### src/rtl/core/sbb_pkg.sv
`timescale 1ns / 1ps
// Shared constants, types and lookup functions for the sliding box blur line unit.
package sbb_pkg;

    localparam int MAX_RADIUS   = 30;
    localparam int MAX_LINE     = 1024;
    localparam int SAMPLE_BITS  = 16;
    localparam int STORE_DEPTH  = 2 * MAX_RADIUS + 1;

    localparam int RAD_BITS     = 5;
    localparam int WIN_BITS     = $clog2(STORE_DEPTH + 1);
    localparam int PTR_BITS     = $clog2(STORE_DEPTH);
    localparam int CNT_BITS     = $clog2(MAX_LINE) + 1;
    localparam int POS_BITS     = 10;
    localparam int PIX_BITS     = 3 * SAMPLE_BITS;
    localparam int SUM_BITS     = SAMPLE_BITS + WIN_BITS;
    localparam int GAIN_BITS    = 16;
    localparam int GAIN_FRAC    = 12;
    localparam int PROD_BITS    = SUM_BITS + GAIN_BITS;
    localparam int M_BITS       = PROD_BITS + 1 - GAIN_FRAC;
    localparam int RECIP_BITS   = 32;
    localparam int RECIP_SHIFT  = 33;
    localparam int Q_BITS       = M_BITS - 1;
    localparam int RND_BITS     = WIN_BITS + GAIN_FRAC - 1;

    localparam int CFG_INDEX_BITS = 2;
    localparam int CFG_DATA_BITS  = 16;

    localparam logic [RAD_BITS-1:0]  RADIUS_RESET = RAD_BITS'(5);
    localparam logic [GAIN_BITS-1:0] GAIN_RESET   = GAIN_BITS'(4096);

    typedef enum logic [CFG_INDEX_BITS-1:0] {
        REG_RADIUS = 2'd0,
        REG_GAIN   = 2'd1
    } cfg_reg_t;

    // per-request control from the window to the lanes and sideband pipe
    typedef struct packed {
        logic                take;
        logic                first;
        logic                sub;
        logic                emit;
        logic [POS_BITS-1:0] pos;
        logic [RAD_BITS-1:0] rad;
    } win_ctl_t;

    function automatic logic [RAD_BITS-1:0] eff_radius(input logic [RAD_BITS-1:0] r);
        logic [RAD_BITS-1:0] res;
        if (r == '0)
            res = RAD_BITS'(1);
        else if (r > RAD_BITS'(MAX_RADIUS))
            res = RAD_BITS'(MAX_RADIUS);
        else
            res = r;
        return res;
    endfunction

    // ceil(2^33 / (2r+1)); exact floor division for 27-bit dividends
    function automatic logic [RECIP_BITS-1:0] recip_of(input logic [RAD_BITS-1:0] r);
        logic [RECIP_BITS-1:0] res;
        case (r)
            5'd1:    res = 32'd2863311531;
            5'd2:    res = 32'd1717986919;
            5'd3:    res = 32'd1227133514;
            5'd4:    res = 32'd954437177;
            5'd5:    res = 32'd780903145;
            5'd6:    res = 32'd660764200;
            5'd7:    res = 32'd572662307;
            5'd8:    res = 32'd505290271;
            5'd9:    res = 32'd452101821;
            5'd10:   res = 32'd409044505;
            5'd11:   res = 32'd373475418;
            5'd12:   res = 32'd343597384;
            5'd13:   res = 32'd318145726;
            5'd14:   res = 32'd296204642;
            5'd15:   res = 32'd277094665;
            5'd16:   res = 32'd260301049;
            5'd17:   res = 32'd245426703;
            5'd18:   res = 32'd232160395;
            5'd19:   res = 32'd220254734;
            5'd20:   res = 32'd209510600;
            5'd21:   res = 32'd199765921;
            5'd22:   res = 32'd190887436;
            5'd23:   res = 32'd182764566;
            5'd24:   res = 32'd175304788;
            5'd25:   res = 32'd168430091;
            5'd26:   res = 32'd162074238;
            5'd27:   res = 32'd156180629;
            5'd28:   res = 32'd150700607;
            5'd29:   res = 32'd145592112;
            5'd30:   res = 32'd140818600;
            default: res = 32'd2863311531;
        endcase
        return res;
    endfunction

endpackage

### src/rtl/core/sbb_lane.sv
`timescale 1ns / 1ps
// One colour lane: running window sum and the gain and averaging pipeline.
module sbb_lane
(
    input  logic                            clk,
    input  logic                            rst_n,
    input  logic                            adv,
    input  sbb_pkg::win_ctl_t               ctl,
    input  logic [sbb_pkg::SAMPLE_BITS-1:0] sample,
    input  logic [sbb_pkg::SAMPLE_BITS-1:0] old_sample,
    input  logic [sbb_pkg::GAIN_BITS-1:0]   gain,
    input  logic [sbb_pkg::RND_BITS-1:0]    rnd,
    input  logic [sbb_pkg::RECIP_BITS-1:0]  recip,
    output logic [sbb_pkg::Q_BITS-1:0]      quot
);
    import sbb_pkg::*;

    logic [SUM_BITS-1:0]              sum_reg, sum_next, base;
    logic [PROD_BITS-1:0]             prod_reg;
    logic [M_BITS-1:0]                m_reg;
    logic [Q_BITS-1:0]                q_reg;
    logic [PROD_BITS:0]               rounded;
    logic [M_BITS+RECIP_BITS-1:0]     scaled;

    always_comb
    begin
        base     = ctl.first ? '0 : sum_reg;
        sum_next = base - (ctl.sub ? SUM_BITS'(old_sample) : '0) + SUM_BITS'(sample);
        rounded  = {1'b0, prod_reg} + (PROD_BITS + 1)'(rnd);
        scaled   = {{RECIP_BITS{1'b0}}, m_reg} * {{M_BITS{1'b0}}, recip};
    end

    always_ff @(posedge clk or negedge rst_n)
    begin
        if (!rst_n)
            sum_reg <= '0;
        else if (ctl.take)
            sum_reg <= sum_next;
    end

    // sum_reg doubles as the first stage: it only moves on an accepted request
    always_ff @(posedge clk)
    begin
        if (adv)
        begin
            prod_reg <= {{GAIN_BITS{1'b0}}, sum_reg} * {{SUM_BITS{1'b0}}, gain};
            m_reg    <= rounded[PROD_BITS -: M_BITS];
            q_reg    <= scaled[RECIP_SHIFT +: Q_BITS];
        end
    end

    assign quot = q_reg;

endmodule

### config.mk
export PLATFORM = sky130hd
export DESIGN_NAME = sbb_lane
export DESIGN_NICKNAME = d
export VERILOG_FILES = /design/src/rtl/core/sbb_pkg.sv /design/src/rtl/core/sbb_lane.sv
export SDC_FILE = /design/constraint.sdc
export NUM_CORES = 2
export LEC_CHECK = 0
export ABC_AREA = 1
export CORE_ASPECT_RATIO = 1.4
export CORE_MARGIN = 4
export CORE_UTILIZATION = 55
export DETAILED_ROUTE_END_ITERATION = 10
export DONT_BUFFER_PORTS = 1
export PLACE_DENSITY = 0.68
export SYNTH_ARGS = -nofsm -noshare
export SYNTH_HDL_FRONTEND = slang
export SYNTH_SLANG_ARGS = --single-unit
### constraint.sdc
create_clock -name clk -period 7.2 [get_ports clk]
set_clock_uncertainty 0.1 [all_clocks]
set_input_delay 0.36 -clock clk [delete_from_list [all_inputs] [get_ports clk]]
set_output_delay 0.36 -clock clk [all_outputs]
set_load 0.02 [all_outputs]
==> results.env <==
DIEAREA_UM2=91800
TIMING.RR.START='m_reg[23]$_DFFE_PP_'
MIN-DELAY-START='gain[1]'
CP_DATA_REQUIRED_TIME_PS=7300
POST_LAYOUT_MIN_PERIOD_PS=6920
MAX_CAP_VIOL_COUNT=0
CP_TOP_FAMILY='adder cells'
LAYOUT_WORST_PATH_CYCLE_SHARE_PCT=96.1
GRT_USAGE_PCT=31.1
CTS-RESIZED-GATES=0
GRT_START_MAX_NET_PINS=92
POST_SYNTH_INSTANCE_AREA_UM2=47800
YOSYSSEQAREASHARE_PCT=6.87
SYNTH-SEQ-CELLS=113
CRIT_PATH_END_KIND='flip-flop'
CLOCK_PIN_TRANSITION_ON_THE_WORST_SETUP_AND_HOLD_TIMING_PATHS_PS=70
ANT_NETS=0
CHIPHEIGHT_UM=357
GRT_PASS1_WL_UM=221000
ROUTED_WIRE_LENGTH_PER_INSTANCE_UM=18.8
NUMCTSBUFFERS=17
SYNTHESIZED_NETLIST_NET_COUNT=7816
WORSTSKEWPAIRLATENCY_PS=490
CRIT_TOP_CELL='fa_1'
MAX_STAGE_DELAY_PS=900
DRT-INITIAL-DRC-COUNT=2187
CRITICALPATHCATEGORY='flip-flop to flip-flop'
HTREE_LEVELS=4
ROUTED_WIRELENGTH_UM=138000
SLEW-LIMIT-HEADROOM_PCT=34.4
ASYNC_RESET_FF_SHARE_PCT=19.5
TIMING_WORST_SLEW_PIN_VALUE_PS=984
LARGEST_REGISTER_FFS=38
YOSYS_WARNINGS=0
NUMBER_OF_OPTIMIZATION_ITERATIONS_IN_THE_FIRST_DETAILED_ROUTE_PASS=9
FLOORPLAN_CORE_AREA_UM2=86000
FILLERINSTANCES=8015
DETAILEDPLACEMENTHPWL_UM=111000
TIMING.FINAL.MAX_SLEW_VIOLATIONS=0
IO_PINS=145
FIRST_GLOBAL_VIAS=42100
CLOCK_SINK_TOTAL=113
HOLD_CLASS='primary input to flip-flop'
GRT_SETUP_UNREPAIRED='no'
DRIVE_GT1_SHARE_PCT=2.66
GRT-OVFL-TOTAL=0
CRIT_PATH_CELL_TRACE='buf_12, nand2_1, fa_1, inv_1, fa_1, fa_1, fa_1, fa_1, fa_1, inv_1, fa_1, inv_1, ha_1, nand2_1, inv_1, nand2_1, nor3_1, o21ai_0, nand2_1, nand2_1, nand4_1, nand2_1'
TOTALNEGATIVESETUPSLACK_PS=0
CLOCK_TREE_FROM_TRITONCTS='yes'
DIE_W_UM=257
START_KIND='flip-flop'
GP_CONGESTION=0.965
FLOORPLAN.INITIALDENSITY_PCT=55.6
CRIT_SLOWEST_CELL='edfxtp_1'
CRIT_START='m_reg[23]$_DFFE_PP_'
ROUTED_VIA_DENSITY=5.26
SYNTHCELLS=6314
CELL_ROW_COUNT=127
FIN_HOLD_WS_PS=82.6
NETS=7662
EDFF_COUNT_SYNTH=91
POST_SYNTH_NUM_CELL_TYPES=49
LAYOUT-AREA-OVERHEAD-VS-SYNTH_PCT=4.15
WORSTPATHARRIVAL_PS=7020
IO_BUFFERS=0
MAX_FREQ_MHz=145
FINALHOLDVIOLCOUNT=0
SYN_AVG_CELL_AREA_UM2=7.57
CTS-ROOT-TO-SINK-BUFFERS=2
ANTENNA_FOUND_INITIAL=1
DRC_ERRORS=0
CLK_ROOT_BUFFER_CELL='clkbuf_16'
YOSYS_MOST_USED_DFF='edfxtp_1'
CP_NUM_BUF_INV=5
FINALSETUPVIOLCOUNT=0
R2R_SLACK_PS=280
DETAILROUTE.VIA_COUNT=38600
RUN_STATUS='completed'
CRITICAL_PATH.MAX_FANOUT=17
[worst reg2reg max path, cell delays in order, from the launching register on]
cell,delay [ps]
edfxtp_1,900
buf_12,250
nand2_1,70
fa_1,500
inv_1,70
fa_1,450
fa_1,510
fa_1,550
fa_1,450
fa_1,490
inv_1,50
fa_1,470
inv_1,40
ha_1,430
nand2_1,140
inv_1,90
nand2_1,80
nor3_1,350
o21ai_0,200
nand2_1,130
nand2_1,110
nand4_1,110
nand2_1,120
[kinds of logic (layout without fill, tap and decap cells)]
group | count (synthesis) | after routing | synth area share, %
fa+ha+maj | 1383 | 1383 | 52.5
compound gates | 311 | 311 | 3.56
xor+xnor | 57 | 57 | 1.04
simple gates | 2294 | 2294 | 19.0
flops | 113 | 113 | 6.87
buf+inv | 2156 | 2015 | 16.9
other cells | 0 | 1 | 0
[per-stage QoR]
stage	worst slack [ps]	util (%)	instance area [um2]	std cells
finish	280	57.9	49800	7335
global route	163	57.9	49800	7334
CTS	256	57.9	49800	7332
detailed placement	274	57.1	49100	7294
global placement	317	57.1	49100	7294
floorplan	977	-	47800	6314
[area by class of cell]
class	instances	area (um2)	area share, %
multi-input combinational	4045	36400	73.2
inverter	1894	7110	14.3
sequential	113	3280	6.59
tap	1161	1450	2.92
timing repair buffer	89	948	1.90
clock buffer	17	425	0.854
clock inverter	15	146	0.294
antenna	1	2.50	0.00502
[layer usage]
metal,track usage (%),vias to the layer above,routed length [um]
met5,0,-,0
met4,20.6,0,11100
met3,3.74,576,6810
met2,59.6,1363,74400
met1,31.7,19100,45300
li1,-,17600,-
[path summary, 6_finish.rpt]
kind	depth (start not counted)	endpoint
hold / removal	3	prod_reg[1]$_DFFE_PP_
max in group asynchronous	2	sum_reg[11]$_DFFE_PN0P_
setup / recovery	22	quot[22]$_DFFE_PP_
hold reg to reg	2	m_reg[25]$_DFFE_PP_
min in group asynchronous	2	sum_reg[20]$_DFFE_PN0P_
setup reg to reg	22	quot[22]$_DFFE_PP_
[placed cells by master (no fill, tap or decap), types with 22 or more instances in the layout]
master,n
inv_1,1889
xor2_1,44
ha_1,341
nor3_1,31
buf_4,64
a21oi_1,159
fa_1,1042
o21ai_0,94
nor2_1,216
nand4_1,36
edfxtp_1,91
nand3_1,113
nand2_1,1842
dfrtp_1,22
[cell usage after synthesis, types with 2 or more instances]
library cell	number	area [um2]
clkbuf_1	234	878
xnor2_1	13	114
o21ai_0	94	470
xor2_1	44	385
fa_1	1042	20900
or2_2	3	18.8
a21boi_0	4	30.0
inv_2	4	15.0
buf_1	25	93.8
inv_1	1889	7090
o21ai_2	2	17.5
a21o_1	8	60.1
o21bai_1	13	97.6
nor2_2	17	106
nand2_1	1842	6910
a211oi_1	2	15.0
nor2_1	216	811
a31oi_1	4	25.0
nor4_1	7	43.8
o21a_1	10	75.1
buf_2	2	10.0
nor3_1	31	155
a21oi_1	159	796
dfrtp_1	22	551
o21ai_1	6	30.0
nand4_1	36	225
ha_1	341	4270
edfxtp_1	91	2730
nor3_2	6	60.1
o211ai_1	4	30.0
nand2_2	6	37.5
nand3b_1	6	45.0
nand3_1	113	566
nand3_2	2	20.0
nor4_2	2	25.0
[timing repair]
action	4_1_cts	5_1_grt
setup endpoints to repair	0	7
hold buffers	6	0
hold endpoints to repair	127	0
setup buffers	0	2
Power is left out: the tool's default activity adds up to more than one toggle a clock period on the data nets, which glitch-free logic cannot reach.
