--- config.mk ---
export PLATFORM = sky130hd
export DESIGN_NAME = sbb_window
export DESIGN_NICKNAME = d
export VERILOG_FILES = /design/src/rtl/core/sbb_pkg.sv /design/src/rtl/core/sbb_window.sv
export SDC_FILE = /design/constraint.sdc
export NUM_CORES = 2
export LEC_CHECK = 0
export ABC_AREA = 0
export BUFFER_PORTS_ARGS = -buffer_cell sky130_fd_sc_hd__buf_2
export CORE_UTILIZATION = 55
export DETAILED_ROUTE_END_ITERATION = 8
export PLACE_DENSITY = 0.73
export RECOVER_POWER = 100
export SLEW_MARGIN = 20
export SYNTH_ARGS = -nofsm -noshare
export SYNTH_HDL_FRONTEND = slang
export SYNTH_SLANG_ARGS = --single-unit
--- constraint.sdc ---
create_clock -name clk -period 6.4 [get_ports clk]
set_clock_uncertainty 0.05 [all_clocks]
set_input_delay 0 -clock clk [delete_from_list [all_inputs] [get_ports clk]]
set_output_delay 0 -clock clk [all_outputs]
set_load 0.005 [all_outputs]
--- src/rtl/core/sbb_pkg.sv ---
`timescale 1ns / 1ps
// Shared constants, types and lookup functions for the sliding box blur line unit.
package sbb_pkg;

    localparam int MAX_RADIUS   = 30;
    localparam int MAX_LINE     = 1024;
    localparam int SAMPLE_BITS  = 16;
    localparam int STORE_DEPTH  = 2 * MAX_RADIUS + 1;

    localparam int RAD_BITS     = 5;
    localparam int WIN_BITS     = $clog2(STORE_DEPTH + 1);
    localparam int PTR_BITS     = $clog2(STORE_DEPTH);
    localparam int CNT_BITS     = $clog2(MAX_LINE) + 1;
    localparam int POS_BITS     = 10;
    localparam int PIX_BITS     = 3 * SAMPLE_BITS;
    localparam int SUM_BITS     = SAMPLE_BITS + WIN_BITS;
    localparam int GAIN_BITS    = 16;
    localparam int GAIN_FRAC    = 12;
    localparam int PROD_BITS    = SUM_BITS + GAIN_BITS;
    localparam int M_BITS       = PROD_BITS + 1 - GAIN_FRAC;
    localparam int RECIP_BITS   = 32;
    localparam int RECIP_SHIFT  = 33;
    localparam int Q_BITS       = M_BITS - 1;
    localparam int RND_BITS     = WIN_BITS + GAIN_FRAC - 1;

    localparam int CFG_INDEX_BITS = 2;
    localparam int CFG_DATA_BITS  = 16;

    localparam logic [RAD_BITS-1:0]  RADIUS_RESET = RAD_BITS'(5);
    localparam logic [GAIN_BITS-1:0] GAIN_RESET   = GAIN_BITS'(4096);

    typedef enum logic [CFG_INDEX_BITS-1:0] {
        REG_RADIUS = 2'd0,
        REG_GAIN   = 2'd1
    } cfg_reg_t;

    // per-request control from the window to the lanes and sideband pipe
    typedef struct packed {
        logic                take;
        logic                first;
        logic                sub;
        logic                emit;
        logic [POS_BITS-1:0] pos;
        logic [RAD_BITS-1:0] rad;
    } win_ctl_t;

    function automatic logic [RAD_BITS-1:0] eff_radius(input logic [RAD_BITS-1:0] r);
        logic [RAD_BITS-1:0] res;
        if (r == '0)
            res = RAD_BITS'(1);
        else if (r > RAD_BITS'(MAX_RADIUS))
            res = RAD_BITS'(MAX_RADIUS);
        else
            res = r;
        return res;
    endfunction

    // ceil(2^33 / (2r+1)); exact floor division for 27-bit dividends
    function automatic logic [RECIP_BITS-1:0] recip_of(input logic [RAD_BITS-1:0] r);
        logic [RECIP_BITS-1:0] res;
        case (r)
            5'd1:    res = 32'd2863311531;
            5'd2:    res = 32'd1717986919;
            5'd3:    res = 32'd1227133514;
            5'd4:    res = 32'd954437177;
            5'd5:    res = 32'd780903145;
            5'd6:    res = 32'd660764200;
            5'd7:    res = 32'd572662307;
            5'd8:    res = 32'd505290271;
            5'd9:    res = 32'd452101821;
            5'd10:   res = 32'd409044505;
            5'd11:   res = 32'd373475418;
            5'd12:   res = 32'd343597384;
            5'd13:   res = 32'd318145726;
            5'd14:   res = 32'd296204642;
            5'd15:   res = 32'd277094665;
            5'd16:   res = 32'd260301049;
            5'd17:   res = 32'd245426703;
            5'd18:   res = 32'd232160395;
            5'd19:   res = 32'd220254734;
            5'd20:   res = 32'd209510600;
            5'd21:   res = 32'd199765921;
            5'd22:   res = 32'd190887436;
            5'd23:   res = 32'd182764566;
            5'd24:   res = 32'd175304788;
            5'd25:   res = 32'd168430091;
            5'd26:   res = 32'd162074238;
            5'd27:   res = 32'd156180629;
            5'd28:   res = 32'd150700607;
            5'd29:   res = 32'd145592112;
            5'd30:   res = 32'd140818600;
            default: res = 32'd2863311531;
        endcase
        return res;
    endfunction

endpackage

--- src/rtl/core/sbb_window.sv ---
`timescale 1ns / 1ps
// Line position tracking, pixel delay store and prefetch of the leaving pixel.
module sbb_window
(
    input  logic                          clk,
    input  logic                          rst_n,
    input  logic                          accept,
    input  logic                          line_start,
    input  logic [sbb_pkg::PIX_BITS-1:0]  pixel,
    input  logic [sbb_pkg::RAD_BITS-1:0]  radius_cfg,
    output logic [sbb_pkg::PIX_BITS-1:0]  old_pixel,
    output sbb_pkg::win_ctl_t             ctl
);
    import sbb_pkg::*;

    logic [CNT_BITS-1:0] count_reg, count_next;
    logic [PTR_BITS-1:0] wr_ptr_reg, wr_ptr_next;
    logic [RAD_BITS-1:0] line_radius_reg, line_radius_next;
    logic [PIX_BITS-1:0] store_reg [STORE_DEPTH];
    logic [PIX_BITS-1:0] rd_data_reg;

    logic [CNT_BITS-1:0] p_cnt;
    logic [PTR_BITS-1:0] ptr, ptr_inc, rd_addr;
    logic [RAD_BITS-1:0] rad;
    logic [WIN_BITS-1:0] w_next;
    logic [PTR_BITS:0]   diff;
    logic                full, first, take;

    always_comb
    begin
        p_cnt   = line_start ? '0 : count_reg;
        ptr     = line_start ? '0 : wr_ptr_reg;
        full    = (p_cnt >= CNT_BITS'(MAX_LINE));
        first   = (p_cnt == '0);
        take    = accept && !full;
        rad     = first ? eff_radius(radius_cfg) : line_radius_reg;
        ptr_inc = (ptr == PTR_BITS'(STORE_DEPTH - 1)) ? '0 : ptr + 1'b1;

        ctl.take  = take;
        ctl.first = first;
        ctl.sub   = (p_cnt >= CNT_BITS'({rad, 1'b1}));
        ctl.emit  = (p_cnt >= CNT_BITS'({rad, 1'b0}));
        ctl.pos   = POS_BITS'(p_cnt - CNT_BITS'(rad));
        ctl.rad   = rad;

        count_next       = count_reg;
        wr_ptr_next      = wr_ptr_reg;
        line_radius_next = line_radius_reg;
        if (take)
        begin
            count_next       = p_cnt + 1'b1;
            wr_ptr_next      = ptr_inc;
            line_radius_next = rad;
        end

        // address of the pixel that leaves with the next request
        w_next  = {line_radius_next, 1'b1};
        diff    = {1'b0, wr_ptr_next} - (PTR_BITS + 1)'(w_next);
        rd_addr = diff[PTR_BITS] ? PTR_BITS'(diff + (PTR_BITS + 1)'(STORE_DEPTH))
                                 : diff[PTR_BITS-1:0];
    end

    always_ff @(posedge clk or negedge rst_n)
    begin
        if (!rst_n)
        begin
            count_reg       <= '0;
            wr_ptr_reg      <= '0;
            line_radius_reg <= RADIUS_RESET;
        end
        else
        begin
            count_reg       <= count_next;
            wr_ptr_reg      <= wr_ptr_next;
            line_radius_reg <= line_radius_next;
        end
    end

    always_ff @(posedge clk)
    begin
        if (take)
            store_reg[ptr] <= pixel;
        rd_data_reg <= store_reg[rd_addr];
    end

    assign old_pixel = rd_data_reg;

    a_ptr_range: assert property (@(posedge clk) disable iff (!rst_n)
        wr_ptr_reg < PTR_BITS'(STORE_DEPTH))
        else $error("write pointer out of store range");

    a_line_restart: assert property (@(posedge clk) disable iff (!rst_n)
        take && line_start |=> count_reg == CNT_BITS'(1))
        else $error("line start did not restart the count");

    a_radius_range: assert property (@(posedge clk) disable iff (!rst_n)
        line_radius_reg >= RAD_BITS'(1) && line_radius_reg <= RAD_BITS'(MAX_RADIUS))
        else $error("latched radius out of range");

endmodule

==> results.toml <==
[die]
die_h_microns = 466.4
rows = 170
start_util_pct = 55.33
coreArea_sq_mm = 0.2144
io_pins = 124
dieArea_sq_mm = 0.2175
die_x_microns = 466.4

[global_route]
grtUsageTotal_pct = 31.52
grt-ovfl-total = 0
grt_max_degree = 135
grt_pass1_vias = 71854
antenna_found_initial = 25
grt_pass1_wl_microns = 494400

[setup_path]
worstSetupPathType = "flip-flop to flip-flop"
r2r_slack_ns = 0.31
crit_required_ns = 7.19
r2r_cells = 23
cp_max_fo = 56
arrival_ns = 6.88
worst_setup_path_end_kind = "flip-flop"
setup.worst_path.start_class = "flip-flop"

[power_and_ir_drop]
pwr-share-clk_pct = 24.5
powerDensity_mw_per_mm2 = 529.8
p_sw_mw = 28.66
seq_power_share_pct = 31.3
peakVddDrop_v = 0.0007423
p_leak_nw = 45.77
sw_frac_of_total_pct = 39.99
p_int_mw = 43.01
pwr-share-comb_pct = 44.2

[sta]
drv_slew = 2960
hold_viol = 0
fin_hold_ws_ns = 0.06722
setup_violations = 0
period_share_pct = 95.18
period_minus_slack_ns = 6.092
clock.fmax_mhz = 164.2
slew_headroom_pct = -84.71
worst_slew_pin_slew_ns = 2.771

[yosys]
synth_ff_type = "edfxtp_1"
synth_simple_gate_area_share_pct = 7.232
synth_top_family_by_area = "compound AO/OA/AOI/OAI gates"
synth_fa_ha_area_share_pct = 0.2278
synth_compound_area_share_pct = 9.215
synth_seq_area_share_pct = 75.40
ys_ff_latch = 2998
syn-num-nets = 7767
synth_xor_area_share_pct = 0.1550
ys_async_sr_fraction_pct = 0.7338
syn_area_per_cell_sq_um = 15.42
synth_edf_count = 2928
synthCells = 7692
synth_mux_area_share_pct = 5.696
yosysWarnings = 0
syn_area_sq_mm = 0.1186
ys_types = 94

[outcome]
status = "complete, but fails checks"
violations = "capacitance limit, slew limit"

[clock_network]
cts_buffers = 313
clk_pin_slew_ns = 0.06
root_buffer = "clkbuf_16"
cts_max_path_buffers = 4
htreeDepth = 5
cts_num_sinks = 2998
cts_tree = "built"
clkLatencyLatePin_ns = 0.96

[placement]
placed_area_sq_mm = 0.1246
port_buffers = 123
dp_hpwl_microns = 193600
globalplace.congestion = 0.9029

[worst_hold_path]
hp-class = "input pin to flip-flop"
hold_depth = 5

[final_layout]
largest_reg_flops = 2928
drive_gt1_share_pct = 11.66
layout.nets = 8078
area_growth_pct = 14.03
fin_util_pct = 63.09
finish.instance_area_sq_mm = 0.1353

[route]
num_vias = 74737
drc = 0
first_pass_iters = 9
routed_via_density = 6.743
ant_nets = 0
wire_per_inst_microns = 31.45
drt_iter0_markers = 11083
finalWirelength_microns = 348600

[job]
cap_violations = 48
-- power by group through the flow --
stage | clock network, mW | registers [mW] | logic (mW)
final | 17.6 | 22.5 | 31.6
after global routing | 18.3 | 22.5 | 32.8
after CTS | 17.6 | 22.4 | 30.6
after detailed placement | 0 | 22.8 | 30.3
after global placement | 0 | 22.8 | 29.8
after floorplan | 0 | 22.6 | 17.7
-- cell usage in the layout, fill, tap and decap left out, drive strengths merged, types with 20 or more instances in the layout --
master	instances
a2111oi	65
a211oi	161
a21oi	74
a22oi	113
a311oi	78
a31oi	220
a32o	129
a32oi	66
and3	266
buf	371
bufinv	21
clkbuf	506
clkinv	97
dfrtp	20
dfxtp	48
dlygate4sd3	64
edfxtp	2928
inv	41
mux2i	639
nand2	1207
nand3	137
nand3b	32
nor2	203
nor3	56
o211ai	38
o21a	35
o21ai	201
o221a	31
o221ai	84
o22ai	108
-- cells by family (layout without fill, tap and decap cells) --
group                      Yosys count  in the layout
xor gates and xnor gates            21             21
AOI/OAI and AO/OA                 1475           1475
muxes                              656            656
adders and majority gates           21             21
buffers and inverters              566           1110
and+or+nand+nor                   1955           1955
other                                0             10
DFF                               2998           2998
-- per-layer routing --
layer / global-route usage [%] / vias to the layer above / part of all wire, %
li1: - / 30891 / -
met1: 41.77 / 37346 / 36
met2: 49.08 / 5448 / 46
met3: 7.644 / 1040 / 13
met4: 15.37 / 12 / 5.1
met5: 0 / - / 0.026
-- synthesized netlist by cell type, drive strengths merged (4+ instances only) --
cell type,number,area share [%]
nor2,203,0.65
a21boi,10,0.063
a311oi,78,0.58
o211a,11,0.099
a31oi,220,1.2
nand4,13,0.069
xor2,9,0.066
a311o,4,0.034
a32o,129,1.1
o22ai,108,0.57
a31o,6,0.044
mux4,15,0.28
o21ai,201,0.85
a211oi,161,1.0
mux2i,639,5.4
o211ai,38,0.24
o21a,35,0.22
nand2b,7,0.037
nor4,4,0.026
dfrtp,20,0.42
buf,201,0.92
nand3b,32,0.20
a22oi,113,0.72
o221a,31,0.29
a21oi,74,0.32
nand2,1207,3.8
a21o,4,0.025
nor3,56,0.24
a32oi,66,0.49
and3,266,1.4
clkbuf,330,1.0
nand3,137,0.58
and2,4,0.021
dfxtp,48,0.81
nor2b,13,0.069
o311ai,12,0.10
a2111oi,65,0.49
xnor2,12,0.089
ha,16,0.17
inv,34,0.11
a221oi,7,0.052
o221ai,84,0.62
edfxtp,2928,74
-- worst paths after layout --
check                        startpoint             to
hold reg to reg            count_reg[1]   count_reg[1]
hold / removal               line_start  count_reg[10]
setup / recovery           count_reg[9]  old_pixel[47]
setup reg to reg           count_reg[9]  old_pixel[47]
max in group asynchronous         rst_n   count_reg[6]
min in group asynchronous         rst_n  wr_ptr_reg[4]
-- per-stage QoR --
| step | TNS [ns] | setup WS (ns) | power (mW) | instances |
|---|---|---|---|---|
| 3_5_place_dp | -0.02102 | -0.02102 | 53.10 | 10444 |
| 3_3_place_gp | 0 | 0.04177 | 52.60 | 10444 |
| 6_report | 0 | 0.3083 | 71.67 | 11084 |
| 5_1_grt | -0.01850 | -0.01066 | 73.61 | 11077 |
| 4_1_cts | 0 | 0.02973 | 70.62 | 11057 |
| 2_1_floorplan | 0 | 1.119 | 40.29 | 7692 |
-- final cells by class --
cell class                      instances  area [sq um]
Antenna cell                           10         25.02
Clock buffer                          414          8572
Clock inverter                        134          1189
Fill cell                           14688         79140
Inverter                               35         131.4
Multi-Input combinational cell       4128         27470
Sequential cell                      2998         89440
Tap cell                             2838          3551
Timing Repair Buffer                  527          4887
-- critical path: stages (launching register included) --
cell and delay (ns):
dfrtp_1 0.45, nor4_4 0.34, a31o_2 0.25, nand2_1 0.19, nand2_1 0.12, o21ai_0 0.11, mux2i_1 0.21, inv_1 0.11
fa_4 0.47, inv_1 0.07, a21oi_1 0.10, and4_1 0.22, a211o_2 0.42, o311ai_4 0.36, nor3_2 0.15, nor2_4 0.34
buf_12 0.17, buf_12 0.24, buf_12 0.35, mux2i_1 0.15, a32o_1 0.22, o21ai_0 0.43, a31oi_1 0.17, nor3_1 0.22
-- timing repair --
item                       in CTS  in global routing
setup buffers                   2                 11
gates cloned                    0                  0
hold endpoints to repair     2980                 25
setup endpoints to repair       1                 43
hold buffers                   63                  2
pin swaps                       1                  6
gates resized for setup         0                 26
No activity file was read; power rests on OpenSTA's default activity.
