### config.mk
export PLATFORM = sky130hd
export DESIGN_NAME = sbb_merge
export DESIGN_NICKNAME = d
export VERILOG_FILES = /design/src/rtl/core/sbb_pkg.sv /design/src/rtl/core/sbb_merge.sv
export SDC_FILE = /design/constraint.sdc
export NUM_CORES = 1
export LEC_CHECK = 0
export BUFFER_PORTS_ARGS = -buffer_cell sky130_fd_sc_hd__buf_2
export CAP_MARGIN = 30
export CORE_ASPECT_RATIO = 1.2
export CORE_MARGIN = 2
export CORE_UTILIZATION = 40
export CTS_CLUSTER_SIZE = 25
export DETAILED_ROUTE_END_ITERATION = 16
export PLACE_DENSITY = 0.76
export SLEW_MARGIN = 40
export SYNTH_ARGS = -nofsm -noshare
export SYNTH_HDL_FRONTEND = slang
export SYNTH_SLANG_ARGS = --single-unit
export TNS_END_PERCENT = 50
### constraint.sdc
create_clock -name clk -period 1.21 [get_ports clk]
set_input_delay 0.121 -clock clk [delete_from_list [all_inputs] [get_ports clk]]
set_output_delay 0.121 -clock clk [all_outputs]
set_load 0.01 [all_outputs]
### src/rtl/core/sbb_pkg.sv
`timescale 1ns / 1ps
// Shared constants, types and lookup functions for the sliding box blur line unit.
package sbb_pkg;

    localparam int MAX_RADIUS   = 30;
    localparam int MAX_LINE     = 1024;
    localparam int SAMPLE_BITS  = 16;
    localparam int STORE_DEPTH  = 2 * MAX_RADIUS + 1;

    localparam int RAD_BITS     = 5;
    localparam int WIN_BITS     = $clog2(STORE_DEPTH + 1);
    localparam int PTR_BITS     = $clog2(STORE_DEPTH);
    localparam int CNT_BITS     = $clog2(MAX_LINE) + 1;
    localparam int POS_BITS     = 10;
    localparam int PIX_BITS     = 3 * SAMPLE_BITS;
    localparam int SUM_BITS     = SAMPLE_BITS + WIN_BITS;
    localparam int GAIN_BITS    = 16;
    localparam int GAIN_FRAC    = 12;
    localparam int PROD_BITS    = SUM_BITS + GAIN_BITS;
    localparam int M_BITS       = PROD_BITS + 1 - GAIN_FRAC;
    localparam int RECIP_BITS   = 32;
    localparam int RECIP_SHIFT  = 33;
    localparam int Q_BITS       = M_BITS - 1;
    localparam int RND_BITS     = WIN_BITS + GAIN_FRAC - 1;

    localparam int CFG_INDEX_BITS = 2;
    localparam int CFG_DATA_BITS  = 16;

    localparam logic [RAD_BITS-1:0]  RADIUS_RESET = RAD_BITS'(5);
    localparam logic [GAIN_BITS-1:0] GAIN_RESET   = GAIN_BITS'(4096);

    typedef enum logic [CFG_INDEX_BITS-1:0] {
        REG_RADIUS = 2'd0,
        REG_GAIN   = 2'd1
    } cfg_reg_t;

    // per-request control from the window to the lanes and sideband pipe
    typedef struct packed {
        logic                take;
        logic                first;
        logic                sub;
        logic                emit;
        logic [POS_BITS-1:0] pos;
        logic [RAD_BITS-1:0] rad;
    } win_ctl_t;

    function automatic logic [RAD_BITS-1:0] eff_radius(input logic [RAD_BITS-1:0] r);
        logic [RAD_BITS-1:0] res;
        if (r == '0)
            res = RAD_BITS'(1);
        else if (r > RAD_BITS'(MAX_RADIUS))
            res = RAD_BITS'(MAX_RADIUS);
        else
            res = r;
        return res;
    endfunction

    // ceil(2^33 / (2r+1)); exact floor division for 27-bit dividends
    function automatic logic [RECIP_BITS-1:0] recip_of(input logic [RAD_BITS-1:0] r);
        logic [RECIP_BITS-1:0] res;
        case (r)
            5'd1:    res = 32'd2863311531;
            5'd2:    res = 32'd1717986919;
            5'd3:    res = 32'd1227133514;
            5'd4:    res = 32'd954437177;
            5'd5:    res = 32'd780903145;
            5'd6:    res = 32'd660764200;
            5'd7:    res = 32'd572662307;
            5'd8:    res = 32'd505290271;
            5'd9:    res = 32'd452101821;
            5'd10:   res = 32'd409044505;
            5'd11:   res = 32'd373475418;
            5'd12:   res = 32'd343597384;
            5'd13:   res = 32'd318145726;
            5'd14:   res = 32'd296204642;
            5'd15:   res = 32'd277094665;
            5'd16:   res = 32'd260301049;
            5'd17:   res = 32'd245426703;
            5'd18:   res = 32'd232160395;
            5'd19:   res = 32'd220254734;
            5'd20:   res = 32'd209510600;
            5'd21:   res = 32'd199765921;
            5'd22:   res = 32'd190887436;
            5'd23:   res = 32'd182764566;
            5'd24:   res = 32'd175304788;
            5'd25:   res = 32'd168430091;
            5'd26:   res = 32'd162074238;
            5'd27:   res = 32'd156180629;
            5'd28:   res = 32'd150700607;
            5'd29:   res = 32'd145592112;
            5'd30:   res = 32'd140818600;
            default: res = 32'd2863311531;
        endcase
        return res;
    endfunction

endpackage

### src/rtl/core/sbb_merge.sv
`timescale 1ns / 1ps
// Output stage: saturates the three lane results and registers the result request.
module sbb_merge
(
    input  logic                            clk,
    input  logic                            rst_n,
    input  logic                            adv,
    input  logic                            valid_in,
    input  logic [sbb_pkg::POS_BITS-1:0]    pos_in,
    input  logic [sbb_pkg::Q_BITS-1:0]      q_red,
    input  logic [sbb_pkg::Q_BITS-1:0]      q_green,
    input  logic [sbb_pkg::Q_BITS-1:0]      q_blue,
    output logic                            valid_out,
    output logic [sbb_pkg::SAMPLE_BITS-1:0] red,
    output logic [sbb_pkg::SAMPLE_BITS-1:0] green,
    output logic [sbb_pkg::SAMPLE_BITS-1:0] blue,
    output logic [sbb_pkg::POS_BITS-1:0]    pos
);
    import sbb_pkg::*;

    logic                   valid_reg;
    logic [SAMPLE_BITS-1:0] red_reg, green_reg, blue_reg;
    logic [POS_BITS-1:0]    pos_reg;

    function automatic logic [SAMPLE_BITS-1:0] sat(input logic [Q_BITS-1:0] q);
        logic [SAMPLE_BITS-1:0] res;
        if (q > Q_BITS'({SAMPLE_BITS{1'b1}}))
            res = '1;
        else
            res = q[SAMPLE_BITS-1:0];
        return res;
    endfunction

    always_ff @(posedge clk or negedge rst_n)
    begin
        if (!rst_n)
            valid_reg <= 1'b0;
        else if (adv)
            valid_reg <= valid_in;
    end

    always_ff @(posedge clk)
    begin
        if (adv)
        begin
            red_reg   <= sat(q_red);
            green_reg <= sat(q_green);
            blue_reg  <= sat(q_blue);
            pos_reg   <= pos_in;
        end
    end

    assign valid_out = valid_reg;
    assign red       = red_reg;
    assign green     = green_reg;
    assign blue      = blue_reg;
    assign pos       = pos_reg;

endmodule

==> summary.txt, run 1 <==
Mapped Cells - 126
Core box area - 5670 sq um
DRC viols - 0
Clk_skew - 0 ns
Antenna violations before repair - 0
H-tree Lvls - 3
CP Data Arrival Time - 0.88 ns
First-pass GRT wire length - 8180 microns
Outcome - completed
Final Hold Fails - 0
Power Total - 4480 uW
CP required - 1.09 ns
Layout cell share with drive strength beyond 1 - 0.592
I/O Buffers - 150
Largest stage delay, worst path - 0.40 ns
GR Overflow Total - 0
Initial Util - 0.417
Type of origin of the critical path - flip-flop
Via Count - 1,885
Max Cap Violations - 0
Drt total wl - 5670 microns
Slew Limit Fails - 0
Num CTS Buffers - 9
First-pass DRT Iterations - 4
Crit path kind - flip-flop to output port
Actual slew at the worst max-slew pin - 0.254 ns
Tcrit/Tclk final - 0.824
Avg Cell Area, Syn - 18.8 sq um
Starting DRT DRC Count - 95
Slowest-stage cell, CP - edfxtp_1
FP Rows - 30
Synthesis-to-finish area growth - 49.3%
Die Y-Extent - 88.2 microns
Longest Clk Path Bufs - 2
Placed inst area - 3250 sq um
Crit end category - output port
Chip width - 74.2 microns
WL/cell - 14.7 microns
GRT Util Overall - 0.173
Post-Syn Area - 2360 sq um
Slew margin rel. - 0.831
Die area - 6540 sq um
Syn nets - 218
Fillcell total - 434
Min Clock Period, post-route - 0.997 ns
Delay-heaviest family, CP - flip-flops
Clk_lat worst skew - 0.32 ns
Fin Setup TNS - 0 ns
Clock slew at reported path FFs - 0.06 ns
ANT cells - 0
Largest net degree at the start of global routing - 33
Worst vdd rail ir drop - 0.658 mV
Power Density - 1270 nW/um^2
Worst path bufs/invs - 1
Vias in the first global route - 1,765
Critical path, cell by cell - buf_2
Fmax - 1000 MHz
DR vias/cell - 4.88
Synth warn - 0
Post-route ant nets - 0
Post-route cell area - 3530 sq um
Yosys reg bits - 59
RSZ-0062 raised after global routing - no
WHS - 0.0390 ns
Gpl congestion - 0.762
Crit path max fanout - 1
Post-synth cell types - 8
Final setup fails - 0
Hold Path Class - input pin to flip-flop
Final HPWL DP - 4220 microns
Fin nets - 394
I/O pin cnt - 151
TritonCTS clock tree - done
Static Leakage - 0.00143 uW
Root Buffer - clkbuf_8
Sequential area share after synthesis - 0.747
Sink Count - 59
Post-CTS Repair Setup Buffers - 0
-- repair_timing --
| item | in CTS | in global routing |
|---|---|---|
| setup endpoints to repair | 0 | 0 |
| endpoints found under the hold margin | 11 | 0 |
| gates resized for setup | 0 | 0 |
| hold buffers | 11 | 0 |
-- where the power goes --
| part | leakage, uW | internal, uW | switching [uW] |
|---|---|---|---|
| clock | 0.0000882 | 923 | 672 |
| combinational | 0.000752 | 258 | 242 |
| sequential | 0.000594 | 2360 | 27.6 |
-- stage by stage --
step / instances / util / setup slack, ns
3_3_place_gp: 360 / 0.573 / 0.104
5_1_grt: 386 / 0.623 / 0.172
4_1_cts: 386 / 0.623 / 0.191
6_report: 386 / 0.623 / 0.213
3_5_place_dp: 360 / 0.573 / 0.0747
2_1_floorplan: 126 / - / 0.0307
-- layout make-up --
type | count | area (sq um) | share of cell area
Multi-Input combinational cell | 58 | 518 | 0.147
Clock buffer | 11 | 131 | 0.0372
Tap cell | 80 | 100 | 0.0284
Clock inverter | 4 | 42.5 | 0.0121
Sequential cell | 59 | 1770 | 0.501
Timing Repair Buffer | 174 | 971 | 0.275
-- Yosys cell counts, drive strengths merged --
cell / n / share of area
edfxtp: 58 / 0.74
nand4b: 48 / 0.18
buf: 6 / 0.029
nor4: 6 / 0.032
clkbuf: 3 / 0.0048
nor2: 3 / 0.0048
dfrtp: 1 / 0.011
mux2: 1 / 0.0048
-- per-layer routing --
| metal | up-vias | routed length (microns) | track usage |
|---|---|---|---|
| li1 | 893 | - | - |
| met1 | 894 | 2020 | 0.174 |
| met2 | 87 | 3170 | 0.315 |
| met3 | 11 | 344 | 0.0541 |
| met4 | 0 | 141 | 0.0876 |
| met5 | - | 0 | 0 |
-- cells by family after synthesis --
kind of cell	Yosys count	synth area share
flip-flops	59	0.747
AND/OR/NAND/NOR	57	0.214
buffers and inverters	9	0.0333
multiplexers	1	0.00476
-- worst paths after layout --
path	startpoint	end	slack, ns	depth (start not counted)
max in group asynchronous	rst_n	valid_out	1.04	2
max reg2reg	valid_out	valid_out	0.47	1
min	valid_in	valid_out	0.04	2
min reg2reg	valid_out	valid_out	0.51	1
min in group asynchronous	rst_n	valid_out	0.09	2
max	green[5]	green[5]	0.21	1
-- cell usage in the layout, fill, tap and decap left out --
cell           instances
edfxtp_1              58
nand4b_1              48
dfrtp_1                1
clkbuf_1               2
buf_4                 12
bufinv_16              1
buf_2                150
nor4_2                 6
clkbuf_8               9
clkinv_1               2
buf_12                 1
mux2_2                 1
clkinv_2               1
nor2_1                 3
dlygate4sd3_1         11
Power figures use the tool's default switching activity.
==> run 2, diff against run 1 <==
--- a/config.mk
+++ b/config.mk
@@ -5,6 +5,7 @@
 export SDC_FILE = /design/constraint.sdc
 export NUM_CORES = 1
 export LEC_CHECK = 0
+export ABC_AREA = 1
 export BUFFER_PORTS_ARGS = -buffer_cell sky130_fd_sc_hd__buf_2
 export CAP_MARGIN = 30
 export CORE_ASPECT_RATIO = 1.2
@@ -12,7 +13,7 @@
 export CORE_UTILIZATION = 40
 export CTS_CLUSTER_SIZE = 25
 export DETAILED_ROUTE_END_ITERATION = 16
-export PLACE_DENSITY = 0.76
+export PLACE_DENSITY = 0.77
 export SLEW_MARGIN = 40
 export SYNTH_ARGS = -nofsm -noshare
 export SYNTH_HDL_FRONTEND = slang
==> constraint.sdc (replaced) <==
create_clock -name clk -period 0.9 [get_ports clk]
set_input_delay 0.09 -clock clk [delete_from_list [all_inputs] [get_ports clk]]
set_output_delay 0.09 -clock clk [all_outputs]
set_load 0.01 [all_outputs]
==> summary.txt, run 2 <==
Layout cell share with drive strength beyond 1 - 0.597 (was 0.592)
Gpl congestion - 0.735 (was 0.762)
CP Data Arrival Time - 0.85 ns (was 0.88 ns)
Commonest non-fill, non-tap cells in the layout - 150 x buf_2, 58 x edfxtp_1, 48 x inv_1, 30 x nand3_2, 18 x nand3_1 (was 150 x buf_2, 58 x edfxtp_1, 48 x nand4b_1, 12 x buf_4, 11 x dlygate4sd3_1)
Via Count - 1,957 (was 1,885)
WL/cell - 12.4 microns (was 14.7 microns)
Cell taking the most area after synthesis - edfxtp_1 (unchanged)
Initial Util - 0.412 (was 0.417)
GRT Util Overall - 0.160 (was 0.173)
Fmax - 1060 MHz
Post-synth cell types - 14 (was 8)
Slew margin rel. - 0.804 (was 0.831)
H-tree Lvls - 3 (unchanged)
Crit end category - output port (unchanged)
CP required - 0.81 ns (was 1.09 ns)
Clk pwr share - 0.373 (was 0.356)
Crit path max fanout - 1 (unchanged)
Slew Limit Fails - 0 (unchanged)
RSZ-0062 raised after global routing - yes (was no)
P_sw - 1380 uW (was 941 uW)
I/O Buffers - 150 (unchanged)
Synth top area share - 0.659 (was 0.737)
Internal Power - 4880 uW (was 3540 uW)
DRC viols - 0 (unchanged)
Static Leakage - 0.00180 uW (was 0.00143 uW)
Num CTS Buffers - 9 (unchanged)
Crit path kind - flip-flop to output port (unchanged)
Core box area - 6410 sq um (was 5670 sq um)
Setup WS pre-CTS - -0.211 ns (was 0.0747 ns)
Type of origin of the critical path - flip-flop (unchanged)
First-pass DRT Iterations - 4 (unchanged)
Min Clock Period, post-route - 0.944 ns
Top post-synthesis cells by count - 58 x edfxtp_1, 48 x inv_1, 30 x nand3_2 (was 58 x edfxtp_1, 48 x nand4b_1, 6 x buf_6, 6 x nor4_2)
Sink Count - 59 (unchanged)
Top-count cell post-synth - edfxtp_1 (unchanged)
Violated checks - setup timing
FP Rows - 32 (was 30)
Syn nets - 281 (was 218)
Sw Ratio - 0.221 (was 0.210)
Root Buffer - clkbuf_8 (unchanged)
Worst path bufs/invs - 1 (unchanged)
Starting DRT DRC Count - 62 (was 95)
Vias in the first global route - 1,943 (was 1,765)
Fillcell total - 532 (was 434)
Post-Syn Area - 2640 sq um (was 2360 sq um)
I/O pin cnt - 151 (unchanged)
Slowest-stage cell, CP - edfxtp_1 (unchanged)
Largest stage delay, worst path - 0.38 ns (was 0.40 ns)
Die area - 7270 sq um (was 6540 sq um)
Comb power frac - 0.115 (was 0.112)
Yosys reg bits - 59 (unchanged)
Clk_skew - 0 ns (unchanged)
Fin nets - 454 (was 394)
Hold Path Class - input pin to flip-flop (unchanged)
Die Y-Extent - 93.0 microns (was 88.2 microns)
Placed inst area - 3560 sq um (was 3250 sq um)
Final Hold Fails - 0 (unchanged)
Worst vdd rail ir drop - 0.827 mV (was 0.658 mV)
Main synth FF type - edfxtp_1 (unchanged)
Tcrit/Tclk final - 1.05
Seq pwr share - 0.512 (was 0.532)
Post-synth EDFFs - 58 (unchanged)
Critical path, cell by cell - buf_2 (unchanged)
Post-route ant nets - 0 (unchanged)
Synthesis-to-finish area growth - 46.8% (was 49.3%)
ANT cells - 0 (unchanged)
Synth warn - 0 (unchanged)
Final HPWL DP - 4140 microns (was 4220 microns)
Post-route cell area - 3880 sq um (was 3530 sq um)
Antenna violations before repair - 0 (unchanged)
Longest Clk Path Bufs - 2 (unchanged)
Clk_lat worst skew - 0.32 ns (about the same)
GR Overflow Total - 0 (unchanged)
Delay-heaviest family, CP - flip-flops (unchanged)
Reg2Reg Setup Slack - 0.16 ns (was 0.47 ns)
First-pass GRT wire length - 8870 microns (was 8180 microns)
Largest net degree at the start of global routing - 25 (was 33)
Mapped Cells - 189 (was 126)
Final setup fails - 52 (was 0)
Commonest non-fill, non-tap cell in the layout - buf_2 (unchanged)
Actual slew at the worst max-slew pin - 0.293 ns (was 0.254 ns)
Avg Cell Area, Syn - 14.0 sq um (was 18.8 sq um)
DR vias/cell - 4.33 (was 4.88)
Outcome - finished with violations (was completed)
Max Cap Violations - 0 (unchanged)
Synth top area cells - edfxtp_1 66%, nand3_2 11%, inv_1 6.8% (was edfxtp_1 74%, nand4b_1 18%, nor4_2 3.2%)
Clock slew at reported path FFs - 0.07 ns (was 0.06 ns)
Post-CTS resize count - 0 (unchanged)
Chip width - 78.2 microns (was 74.2 microns)
Sequential area share after synthesis - 0.669 (was 0.747)
Slack of the critical path - -0.0441 ns (was 0.213 ns)
TritonCTS clock tree - done (unchanged)
Power Density - 1620 nW/um^2 (was 1270 nW/um^2)
Drt total wl - 5590 microns (was 5670 microns)
Synth async-reset ratio - 0.0169 (unchanged)
Power Total - 6260 uW (was 4480 uW)
==> run 2: cell families (layout without fill, tap and decap cells) <==
family        count (synthesis)  in the layout  synth area share
simple gates                 72             72             0.217
flops                        59             59             0.669
buf+inv                      57            235             0.109
mux                           1              1           0.00426
==> run 2: per-stage QoR <==
stage	instances	utilization	hold WS, ns	TNS, ns
2_1_floorplan	189	-	-0.206	-0.390
3_3_place_gp	424	0.556	-0.136	-6.78
3_5_place_dp	424	0.556	-0.133	-7.73
4_1_cts	452	0.605	0.0108	-2.26
5_1_grt	452	0.605	0.0204	-3.52
6_report	452	0.605	0.0277	-1.09
==> run 2: final cells by class <==
type                       instances  area, sq um  share of cell area
clock buffer                      12          145              0.0374
timing repair buffer             171         1030               0.265
tap                               85          106              0.0274
inverter                          48          180              0.0465
clock inverter                     4         51.3              0.0132
multi-input combinational         73          601               0.155
sequential                        59         1770               0.456
==> run 2: timing repair <==
action / in CTS / in global routing
pin swaps: 0 / 0
endpoints found under the setup margin: 59 / 59
setup buffers: 0 / 0
endpoints found under the hold margin: 12 / 0
hold buffers: 12 / 0
==> run 2: layer usage <==
metal  wire, microns  up-vias  GRT usage
li1                -      968          -
met1            2110      886      0.179
met2            2990       89      0.292
met3             336       14     0.0261
met4             156        0     0.0833
met5               0        -          0
==> run 2: path summary, 6_finish.rpt <==
path,startpoint,endpoint,cells after the start
setup reg to reg,valid_out,valid_out,1
min in group asynchronous,rst_n,valid_out,2
hold reg to reg,valid_out,valid_out,1
hold / removal,q_blue[13],blue[13],3
max in group asynchronous,rst_n,valid_out,2
setup / recovery,green[2],green[2],1
==> run 2: power groups by stage <==
stage	Combinational, uW	Clock (uW)	Sequential (uW)
CTS	727	2390	3210
finish	720	2340	3200
global placement	672	0	3260
floorplan	150	0	3360
detailed placement	684	0	3260
global route	788	2520	3220
==> run 3, diff against run 2 <==
--- a/config.mk
+++ b/config.mk
@@ -13,6 +13,7 @@
 export CORE_UTILIZATION = 40
 export CTS_CLUSTER_SIZE = 25
 export DETAILED_ROUTE_END_ITERATION = 16
+export HOLD_SLACK_MARGIN = 0.08
 export PLACE_DENSITY = 0.77
 export SLEW_MARGIN = 40
 export SYNTH_ARGS = -nofsm -noshare
==> summary.txt, run 3 (synthesis results as in run 2) <==
Placed cells - 424 (unchanged)
Tcrit/Tclk final - 1.10 (was 1.05)
End of the critical path - green[2] (unchanged)
Max Cap Violations - 0 (unchanged)
Gpl congestion - 0.735 (unchanged)
First-pass DRT Iterations - 4 (unchanged)
Die area - 7270 sq um (unchanged)
Initial Util - 0.412 (unchanged)
First-pass GRT wire length - 10,600 microns (was 8870 microns)
Crit Reg-Reg Endpoint - valid_out (unchanged)
Static Leakage - 0.00201 uW (was 0.00180 uW)
ANT cells - 0 (unchanged)
Final HPWL DP - 4140 microns (unchanged)
Clk_lat worst skew - 0.31 ns (was 0.32 ns)
Critical path origin - green[2] (unchanged)
TritonCTS clock tree - done (unchanged)
Slew Limit Fails - 0 (unchanged)
Post-CTS Repair Setup Buffers - 0 (unchanged)
Reg2Reg Setup Slack - 0.16 ns (about the same)
Power Density - 1480 nW/um^2 (was 1620 nW/um^2)
Synthesis-to-finish area growth - 65.3% (was 46.8%)
Fin Setup TNS - -1.30 ns (was -1.09 ns)
I/O Buffers - 150 (unchanged)
Sink Count - 59 (unchanged)
Crit end category - output port (unchanged)
Fmax - 1010 MHz (was 1060 MHz)
CP Data Arrival Time - 0.90 ns (was 0.85 ns)
Commonest non-fill, non-tap cells in the layout - 150 x buf_2, 61 x dlygate4sd3_1, 58 x edfxtp_1, 48 x inv_1, 30 x nand3_2 (was 150 x buf_2, 58 x edfxtp_1, 48 x inv_1, 30 x nand3_2, 18 x nand3_1)
Sw Ratio - 0.223 (was 0.221)
Die Y-Extent - 93.0 microns (unchanged)
Antenna violations before repair - 0 (unchanged)
Core box area - 6410 sq um (unchanged)
Post-CTS resize count - 0 (unchanged)
Slowest-stage cell, CP - edfxtp_1 (unchanged)
Largest net degree at the start of global routing - 25 (unchanged)
Comb power frac - 0.140 (was 0.115)
Slack of the critical path - -0.0918 ns (was -0.0441 ns)
Root Buffer - clkbuf_8 (unchanged)
GRT Util Overall - 0.191 (was 0.160)
Num CTS Buffers - 9 (unchanged)
Post-Layout Cell Count - 501 (was 452)
RSZ-0062 raised after global routing - yes (unchanged)
Outcome - finished with violations (unchanged)
Longest Clk Path Bufs - 2 (unchanged)
Post-route ant nets - 0 (unchanged)
Min-Delay Path Depth - 2 (was 3)
Vias in the first global route - 2,325 (was 1,943)
Chip width - 78.2 microns (unchanged)
Clock slew at reported path FFs - 0.07 ns (about the same)
Launch point of the worst reg-to-reg path - valid_out (unchanged)
Largest stage delay, worst path - 0.42 ns (was 0.38 ns)
Hold Path Class - input pin to flip-flop (unchanged)
CP required - 0.81 ns (about the same)
Final setup fails - 56 (was 52)
Via Count - 2,188 (was 1,957)
Seq pwr share - 0.497 (was 0.512)
Clk pwr share - 0.363 (was 0.373)
Delay-heaviest family, CP - flip-flops (unchanged)
FP Rows - 32 (unchanged)
Actual slew at the worst max-slew pin - 0.298 ns (was 0.293 ns)
Crit. path cell count - 1 (unchanged)
Commonest non-fill, non-tap cell in the layout - buf_2 (unchanged)
Min-delay src - adv (was q_blue[13])
Worst path bufs/invs - 1 (unchanged)
Violated checks - setup timing (unchanged)
Min Clock Period, post-route - 0.992 ns (was 0.944 ns)
H-tree Lvls - 3 (unchanged)
WL/cell - 13.3 microns (was 12.4 microns)
DRC viols - 0 (unchanged)
Clk_skew - 0 ns (unchanged)
Final Hold Fails - 0 (unchanged)
Internal Power - 5020 uW (was 4880 uW)
GR Overflow Total - 0 (unchanged)
Starting DRT DRC Count - 81 (was 62)
Drt total wl - 6680 microns (was 5590 microns)
Crit path max fanout - 1 (unchanged)
R2r worst-path depth - 1 (unchanged)
Slew margin rel. - 0.801 (was 0.804)
Fin nets - 503 (was 454)
P_sw - 1440 uW (was 1380 uW)
Type of origin of the critical path - flip-flop (unchanged)
DR vias/cell - 4.37 (was 4.33)
Worst vdd rail ir drop - 0.849 mV (was 0.827 mV)
Critical path, cell by cell - buf_2 (unchanged)
I/O pin cnt - 151 (unchanged)
Layout cell share with drive strength beyond 1 - 0.526 (was 0.597)
Crit path kind - flip-flop to output port (unchanged)
run 3: worst min path at each step:
stage,to,slack (ns)
after floorplan,valid_out,-0.21
after CTS,valid_out,0.14
after global placement,valid_out,-0.14
final,valid_out,0.16
after detailed placement,valid_out,-0.13
after global routing,valid_out,0.16
run 3: layout make-up:
cell class / count / area [sq um]
fill: 465 / 2040
sequential: 59 / 1770
timing repair buffer: 220 / 1520
multi-input combinational: 73 / 601
inverter: 48 / 180
clock buffer: 12 / 145
tap: 85 / 106
clock inverter: 4 / 51.3
run 3: repair_timing:
| item | CTS | global route |
|---|---|---|
| gates cloned | 0 | 0 |
| endpoints found under the setup margin | 59 | 59 |
| endpoints found under the hold margin | 60 | 0 |
| hold buffers | 61 | 0 |
run 3: per-layer routing:
layer	GRT usage	share of wire
met1	0.196	0.36
met2	0.362	0.55
met3	0.0357	0.056
met4	0.105	0.030
met5	0	0
run 3: through the flow:
step	total power (uW)	hold slack (ns)	setup slack, ns	util	area (sq um)
floorplan	3510	-0.206	-0.0130	-	2660
global placement	3930	-0.136	-0.171	0.556	3560
detailed placement	3950	-0.133	-0.211	0.556	3560
CTS	6490	0.145	-0.0770	0.682	4370
global route	6720	0.160	-0.119	0.682	4370
finish	6460	0.160	-0.0918	0.682	4370
run 3: power by group through the flow:
stage / Sequential [uW] / Clock [uW] / Combinational (uW)
3_3_place_gp: 3260 / 0 / 672
4_1_cts: 3210 / 2390 / 891
2_1_floorplan: 3360 / 0 / 150
6_report: 3210 / 2340 / 902
5_1_grt: 3220 / 2520 / 976
3_5_place_dp: 3260 / 0 / 684
